`src/sv/quaternary_ir_frame_decoder_assert.svh`:
```
// Assertion macros shared by the decoder RTL.
// Define NO_ASSERTIONS to compile the checks away.
`ifndef QUATERNARY_IR_FRAME_DECODER_ASSERT_SVH
`define QUATERNARY_IR_FRAME_DECODER_ASSERT_SVH

`ifndef NO_ASSERTIONS

// Clocked check, disabled while reset is high.
`define QIRD_ASSERT(lbl, clk, rst, prop, msg) \
  lbl: assert property (@(posedge clk) disable iff (rst) prop) else $error(msg);

// Clocked check that also holds during reset.
`define QIRD_ASSERT_ALWAYS(lbl, clk, prop, msg) \
  lbl: assert property (@(posedge clk) prop) else $error(msg);

`else

`define QIRD_ASSERT(lbl, clk, rst, prop, msg)
`define QIRD_ASSERT_ALWAYS(lbl, clk, prop, msg)

`endif

`endif

```
`src/sv/qird_pkg.sv`:
```
`default_nettype none

package qird_pkg;

  // Field widths of the stream items.
  localparam int DUR_W  = 16;
  localparam int TOL_W  = 4;
  localparam int CODE_W = 22;
  localparam int TGT_W  = 5;

  // Symbol pairs per frame, used as the default of the top level.
  localparam int SYMBOLS_DEFAULT = 11;

  // Tolerance after reset.
  localparam logic [TOL_W-1:0] TOL_RESET = 4'd3;

  // Nominal durations in ticks.
  localparam logic [TGT_W-1:0] SPACE_0     = 5'd11;
  localparam logic [TGT_W-1:0] SPACE_1     = 5'd17;
  localparam logic [TGT_W-1:0] SPACE_2     = 5'd23;
  localparam logic [TGT_W-1:0] SPACE_3     = 5'd29;
  localparam logic [TGT_W-1:0] DATA_MARK   = 5'd12;
  localparam logic [TGT_W-1:0] HEADER_MARK = 5'd21;

  // Symbol codes shifted into the frame code.
  typedef enum logic [1:0] {
    SYM_0 = 2'd0,
    SYM_1 = 2'd1,
    SYM_2 = 2'd2,
    SYM_3 = 2'd3
  } sym_t;

  // Result of one item as seen by the output register.
  typedef struct packed {
    logic              emit;
    logic              ok;
    logic [CODE_W-1:0] code;
  } frame_res_t;

  // True when d lies within target plus or minus tol; the low bound stops at zero.
  function automatic logic in_window(input logic [DUR_W-1:0] d,
                                     input logic [TGT_W-1:0] target,
                                     input logic [TOL_W-1:0] tol);
    logic [TGT_W:0] lo;
    logic [TGT_W:0] hi;
    lo = (target > TGT_W'(tol)) ? ({1'b0, target} - (TGT_W+1)'(tol)) : '0;
    hi = {1'b0, target} + (TGT_W+1)'(tol);
    return (d >= DUR_W'(lo)) && (d <= DUR_W'(hi));
  endfunction

endpackage

`default_nettype wire

```
`src/sv/qird_frame.sv`:
```
`default_nettype none

module qird_frame #(
  parameter int SYMBOLS = qird_pkg::SYMBOLS_DEFAULT
) (
  input  wire logic                        clk,
  input  wire logic                        rst,
  input  wire logic                        en,
  input  wire logic [qird_pkg::DUR_W-1:0]  duration,
  input  wire logic                        last,
  input  wire logic [qird_pkg::TOL_W-1:0]  tolerance,
  output qird_pkg::frame_res_t             res
);
  import qird_pkg::*;

  localparam int FRAME_LEN = 2 * SYMBOLS + 2;
  localparam int POS_CAP   = FRAME_LEN + 1;
  localparam int POS_W     = $clog2(POS_CAP + 1);

  localparam logic [POS_W-1:0] POS_HEADER = POS_W'(1);
  localparam logic [POS_W-1:0] POS_FIRST  = POS_W'(2);
  localparam logic [POS_W-1:0] POS_END    = POS_W'(FRAME_LEN);
  localparam logic [POS_W-1:0] POS_FINAL  = POS_W'(FRAME_LEN - 1);
  localparam logic [POS_W-1:0] POS_SAT    = POS_W'(POS_CAP);

  logic [POS_W-1:0]  position;
  logic [POS_W-1:0]  position_next;
  logic [CODE_W-1:0] shift_code;
  logic [CODE_W-1:0] shift_code_next;
  logic              failed;
  logic              failed_next;
  logic              good;
  sym_t              sym;
  logic              sym_hit;

  // Classify a space in priority order.
  always_comb begin
    sym_hit = 1'b1;
    if (in_window(duration, SPACE_0, tolerance)) begin
      sym = SYM_0;
    end else if (in_window(duration, SPACE_1, tolerance)) begin
      sym = SYM_1;
    end else if (in_window(duration, SPACE_2, tolerance)) begin
      sym = SYM_2;
    end else if (in_window(duration, SPACE_3, tolerance)) begin
      sym = SYM_3;
    end else begin
      sym     = SYM_0;
      sym_hit = 1'b0;
    end
  end

  // Frame state update for the current item.
  always_comb begin
    shift_code_next = shift_code;
    failed_next     = failed;
    if (position == POS_HEADER) begin
      if (!in_window(duration, HEADER_MARK, tolerance)) begin
        failed_next = 1'b1;
      end
    end else if (position >= POS_FIRST && position < POS_END) begin
      // Spaces sit at even positions, data marks at odd ones.
      if (!position[0]) begin
        shift_code_next = {shift_code[CODE_W-3:0], sym};
        if (!sym_hit) begin
          failed_next = 1'b1;
        end
      end else if (!in_window(duration, DATA_MARK, tolerance)) begin
        failed_next = 1'b1;
      end
    end else if (position >= POS_END) begin
      failed_next = 1'b1;
    end

    position_next = (position < POS_SAT) ? position + POS_W'(1) : position;
  end

  // Result of a last item.
  always_comb begin
    good     = !failed_next && (position == POS_FINAL);
    res.emit = en && last;
    res.ok   = good;
    res.code = good ? shift_code_next : '0;
  end

  // Frame state; a last item clears it.
  always_ff @(posedge clk) begin
    if (rst) begin
      position   <= '0;
      shift_code <= '0;
      failed     <= 1'b0;
    end else if (en) begin
      if (last) begin
        position   <= '0;
        shift_code <= '0;
        failed     <= 1'b0;
      end else begin
        position   <= position_next;
        shift_code <= shift_code_next;
        failed     <= failed_next;
      end
    end
  end

endmodule

`default_nettype wire

```
`src/sv/quaternary_ir_frame_decoder.sv`:
```
`default_nettype none

// Quaternary pulse-distance IR frame decoder. Each input item is one measured
// mark or space duration in ticks, with tlast on the final duration of a frame.
// The decoder skips the leading gap, checks the header mark, then reads SYMBOLS
// space/mark pairs, each space giving a two-bit symbol (first symbol in the
// most significant bits). On the last item one result item is sent: tuser is ok
// and tdata is the code, zero when the frame is rejected. The decoder takes one
// item per clock while the result register is not stalled; a result leaves
// through the input register and the result register. The tolerance register
// is written through the cfg channel, which is always ready. The user must write
// it only while no frame is in flight; the block itself does not enforce this.
module quaternary_ir_frame_decoder #(
  parameter int SYMBOLS = qird_pkg::SYMBOLS_DEFAULT
) (
  input  wire logic                        clk,
  input  wire logic                        rst,
  // Tolerance register write
  input  wire logic                        cfg_valid,
  output      logic                        cfg_ready,
  input  wire logic [qird_pkg::TOL_W-1:0]  cfg_data,
  // Input items
  input  wire logic                        s_tvalid,
  output      logic                        s_tready,
  input  wire logic [15:0]                 s_tdata,   // [15:0] duration
  input  wire logic                        s_tlast,   // last duration of the frame
  // Result items
  output      logic                        m_tvalid,
  input  wire logic                        m_tready,
  output      logic [23:0]                 m_tdata,   // [21:0] code, [23:22] zero
  output      logic                        m_tuser    // [0] ok
);
  import qird_pkg::*;

  `include "quaternary_ir_frame_decoder_assert.svh"

  logic [TOL_W-1:0]  tolerance;
  logic              v1;
  logic [DUR_W-1:0]  dur1;
  logic              last1;
  logic              out_free;
  logic              move1;
  frame_res_t        res;
  logic              ok_reg;
  logic [CODE_W-1:0] code_reg;

  // Configuration register.
  assign cfg_ready = 1'b1;

  always_ff @(posedge clk) begin
    if (rst) begin
      tolerance <= TOL_RESET;
    end else if (cfg_valid && cfg_ready) begin
      tolerance <= cfg_data;
    end
  end

  // Pipeline flow: the input register moves on when the result register is free.
  assign out_free = !m_tvalid || m_tready;
  assign move1    = v1 && out_free;
  assign s_tready = !v1 || out_free;

  // Input register.
  always_ff @(posedge clk) begin
    if (rst) begin
      v1 <= 1'b0;
    end else if (s_tready) begin
      v1 <= s_tvalid;
    end
  end

  always_ff @(posedge clk) begin
    if (s_tready && s_tvalid) begin
      dur1  <= s_tdata;
      last1 <= s_tlast;
    end
  end

  // Frame tracking and classification.
  qird_frame #(
    .SYMBOLS (SYMBOLS)
  ) u_frame (
    .clk       (clk),
    .rst       (rst),
    .en        (move1),
    .duration  (dur1),
    .last      (last1),
    .tolerance (tolerance),
    .res       (res)
  );

  // Result register.
  always_ff @(posedge clk) begin
    if (rst) begin
      m_tvalid <= 1'b0;
    end else if (out_free) begin
      m_tvalid <= res.emit;
    end
  end

  always_ff @(posedge clk) begin
    if (out_free && res.emit) begin
      ok_reg   <= res.ok;
      code_reg <= res.code;
    end
  end

  assign m_tdata = {2'b00, code_reg};
  assign m_tuser = ok_reg;

  // Checks.
  `QIRD_ASSERT(a_reject_zero, clk, rst, m_tvalid && !m_tuser |-> m_tdata == '0,
               "rejected frame carries a nonzero code")
  `QIRD_ASSERT(a_result_after_last, clk, rst,
               $rose(m_tvalid) |-> $past(v1 && last1),
               "result item without a last duration")
  `QIRD_ASSERT(a_stage_hold, clk, rst,
               v1 && !out_free |=> v1 && $stable(dur1) && $stable(last1),
               "stalled input register lost its item")
  `QIRD_ASSERT_ALWAYS(a_cfg_ready, clk, cfg_ready,
                      "configuration channel not ready")

endmodule

`default_nettype wire

```
`config.mk`:
```
export PLATFORM = sky130hd
export DESIGN_NAME = quaternary_ir_frame_decoder
export DESIGN_NICKNAME = d
export VERILOG_FILES = /design/src/sv/qird_pkg.sv /design/src/sv/qird_frame.sv /design/src/sv/quaternary_ir_frame_decoder.sv
export VERILOG_INCLUDE_DIRS = /design/src /design/src/sv
export SDC_FILE = /design/constraint.sdc
export NUM_CORES = 1
export LEC_CHECK = 0
export BUFFER_PORTS_ARGS = -buffer_cell sky130_fd_sc_hd__buf_4
export CORE_ASPECT_RATIO = 0.5
export CORE_UTILIZATION = 44
export DETAILED_ROUTE_END_ITERATION = 16
export PLACE_DENSITY_LB_ADDON = 0.05
export REMOVE_ABC_BUFFERS = 1
export SYNTH_ARGS = -nofsm -noshare
export SYNTH_HDL_FRONTEND = slang
export SYNTH_SLANG_ARGS = --single-unit
```
`constraint.sdc`:
```
create_clock -name clk -period 3.6 [get_ports clk]
set_input_delay 0.36 -clock clk [delete_from_list [all_inputs] [get_ports clk]]
set_output_delay 0.36 -clock clk [all_outputs]
set_load 0.02 [all_outputs]
```
==> run_results.csv <==
group,metric,value,unit
outcome,status,"completed",
place,dp.cells,635,
yosys,synthFlopType,"edfxtp_1",
worst_setup_path,crit_required,3780,ps
route,wl_per_cell,15.9,um
cts,cts_tree,"yes",
route,dr.first_iter.drc_count,206,
place,gp_congestion,0.861,
route,vias,3510,
global_route,grt_max_degree,30,
power,p_leak,2.31,nW
route,dr.pass1.iters,4,
yosys,synth_top_cell_area_share,0.257,
yosys,syn_avg_cell_area,10.3,sq um
yosys,synth_cell_types,56,
yosys,synthArstFlopShare,0,
route,route.detailed.drc,0,
timing,drv_slew,0,
route,routed_via_density,5.39,
cts,clkTransAtPathRegs,60,ps
yosys,synth_enable_flop_cells,40,
timing,setup-tns-final,0,ps
yosys,syn_area,4670,sq um
timing,period_share,0.941,
job,drv_cap,0,
global_route,grt_pass1_wl,16300,um
worst_setup_path,cp-startpoint,"tolerance[1]",
timing,setup_slack,213,ps
worst_setup_path,timing.reg2reg.setup_slack,210,ps
cts,clock-sinks,74,
worst_setup_path,rr_worst_depth,14,
final_layout,final_cell_area,5520,sq um
yosys,ys_top_cells_by_count,"ha_1 (67), edfxtp_1 (40), nor2_1 (36)",
floorplanning,ios,54,
worst_setup_path,worstSetupEndpoint,"code_reg[4]",
final_layout,drive_above_1_share,0.200,
cts,cts_root_buf,"clkbuf_16",
worst_setup_path,rr_endpoint,"code_reg[4]",
min_path,min_path_type,"input pin to flop",
power,peakVddDrop,0.218,mV
yosys,syn_inst,454,
timing,rsz0062_at_grt,"false",
cts,htree_levels,3,
global_route,grt_pass1_vias,3142,
yosys,yosysMostFrequentCell,"ha_1",
floorplanning,die-area,11100,sq um
worst_setup_path,cp.arrival,3560,ps
cts,ctsLongestPathBuffers,2,
cts,clk_latency,330,ps
place,portBuffers,50,
floorplanning,die_w,148,um
final_layout,regArea,1880,sq um
timing,holdWs,201,ps
place,post_dp_cell_area,5220,sq um
timing,timing_hold_violations_final,0,
global_route,antenna_found_initial,0,
final_layout,n_fill_cell,924,
cts,cts_buffers,9,
yosys,yosys_warnings,0,
worst_setup_path,worst-setup-path-type,"flop to flop",
floorplanning,row_count,26,
floorplanning,coreArea,10200,sq um
yosys,synth.area.top_cells,"edfxtp_1 (26%), ha_1 (18%), dfxtp_1 (15%)",
power,cellPowerDensity,398,nW/um^2
yosys,ys_seq_area_frac,0.403,
global_route,grt-ovfl-total,0,
final_layout,area_growth,18.1,%
timing,max-slew-margin-rel,0.368,
worst_setup_path,crit_path_start_kind,"flop",
timing,fin_skew,7.65,ps
route,wl,10300,um
global_route,grt.total_usage,0.194,
worst_setup_path,endpoint_kind,"flop",
floorplanning,initial_core_util,0.456,
timing,worst_pin_slew,946,ps
yosys,yosys.area.top_type,"edfxtp_1",
yosys,ys_ff_latch,74,
timing,fmax,295,MHz
route,ant_nets,0,
final_layout,layout.nets,599,
timing,finalSetupViolCount,0,
place,dp_slack,216,ps
final_layout,final_cells,651,
final_layout,antennaDiodeCount,0,
worst_setup_path,critical_path.max_fanout,23,
timing,min_period,3390,ps
place,dp_hpwl,7530,um
worst_setup_path,timing.rr.start,"tolerance[1]",
floorplanning,die_y,74.9,um
final_layout,multi_input_area,2610,sq um
==> through the flow <==
| stage | total power [mW] | utilization |
|---|---|---|
| CTS | 2.21 | 0.538 |
| finish | 2.20 | 0.538 |
| detailed placement | 1.32 | 0.510 |
| floorplan | 1.19 | - |
| global route | 2.31 | 0.538 |
| global placement | 1.32 | 0.510 |
==> cells in the final DEF (no fill, tap or decap), drive strengths merged, types with 3 or more instances in the layout <==
cell,count
nor2,37
conb,5
a21o,8
a21boi,3
xnor2,5
dfxtp,34
nor3,32
nand2,20
xor2,5
nand3,8
nand4,4
a22oi,20
clkbuf,10
inv,22
or3,3
a21oi,21
buf,62
mux2i,22
a31oi,8
a211oi,6
nand2b,8
o21ai,14
edfxtp,40
ha,67
nor2b,5
and2,3
o211ai,4
clkinv,3
==> report_power, final <==
| group | switching [mW] | internal (mW) |
|---|---|---|
| registers | 0.0216 | 0.915 |
| logic | 0.212 | 0.159 |
| clock network | 0.352 | 0.538 |
| total | 0.586 | 1.61 |
==> logic make-up after synthesis <==
group / Yosys count / share of synthesized area
AO/OA/AOI/OAI: 104 / 0.152
AND/OR/NAND/NOR: 130 / 0.156
flip-flops: 74 / 0.403
adder cells (fa/ha/maj): 67 / 0.179
other: 2 / 0.00161
multiplexers: 22 / 0.0471
buffers and inverters: 45 / 0.0423
XOR/XNOR: 10 / 0.0188
==> repair_timing <==
action,4_1_cts,5_1_grt
hold buffers,0,0
setup buffers,0,0
setup endpoints to repair,0,22
gates resized for setup,0,2
==> worst min path at each step <==
| stage | startpoint | end | depth (start not counted) |
|---|---|---|---|
| after floorplan | rst | m_tvalid | 1 |
| after global placement | u_frame.failed | u_frame.failed | 1 |
| after detailed placement | u_frame.failed | u_frame.failed | 1 |
| after CTS | s_tdata[12] | dur1[12] | 1 |
| after global routing | s_tdata[13] | dur1[13] | 1 |
| final | s_tdata[3] | dur1[3] | 1 |
==> final cells by class <==
class,instances,share of cell area
inverters,21,0.0143
repair buffers,62,0.0866
well taps,140,0.0317
flip-flops and latches,74,0.341
clock buffers,10,0.0415
multi-input cells,338,0.473
clock inverters,6,0.0118
==> per-layer routing <==
layer	wire length [um]	GRT usage	vias up
li1	-	-	1778
met1	5210	0.258	1681
met2	4800	0.321	47
met3	294	0.0442	4
met4	47	0.0596	0
met5	0	0	-
==> worst max-delay path, stage by stage (launching register included) <==
cell and delay (ps):
dfxtp_1 310, inv_1 280, ha_1 250, inv_1 70, a21o_1 160, ha_1 290, and3_1 210, o21a_1 110
a2111oi_1 400, o32a_1 270, o21ai_1 90, a211oi_2 320, nor2_2 90, buf_12 190, nor3_2 190
Note: power is estimated with default switching activity, not from simulation.
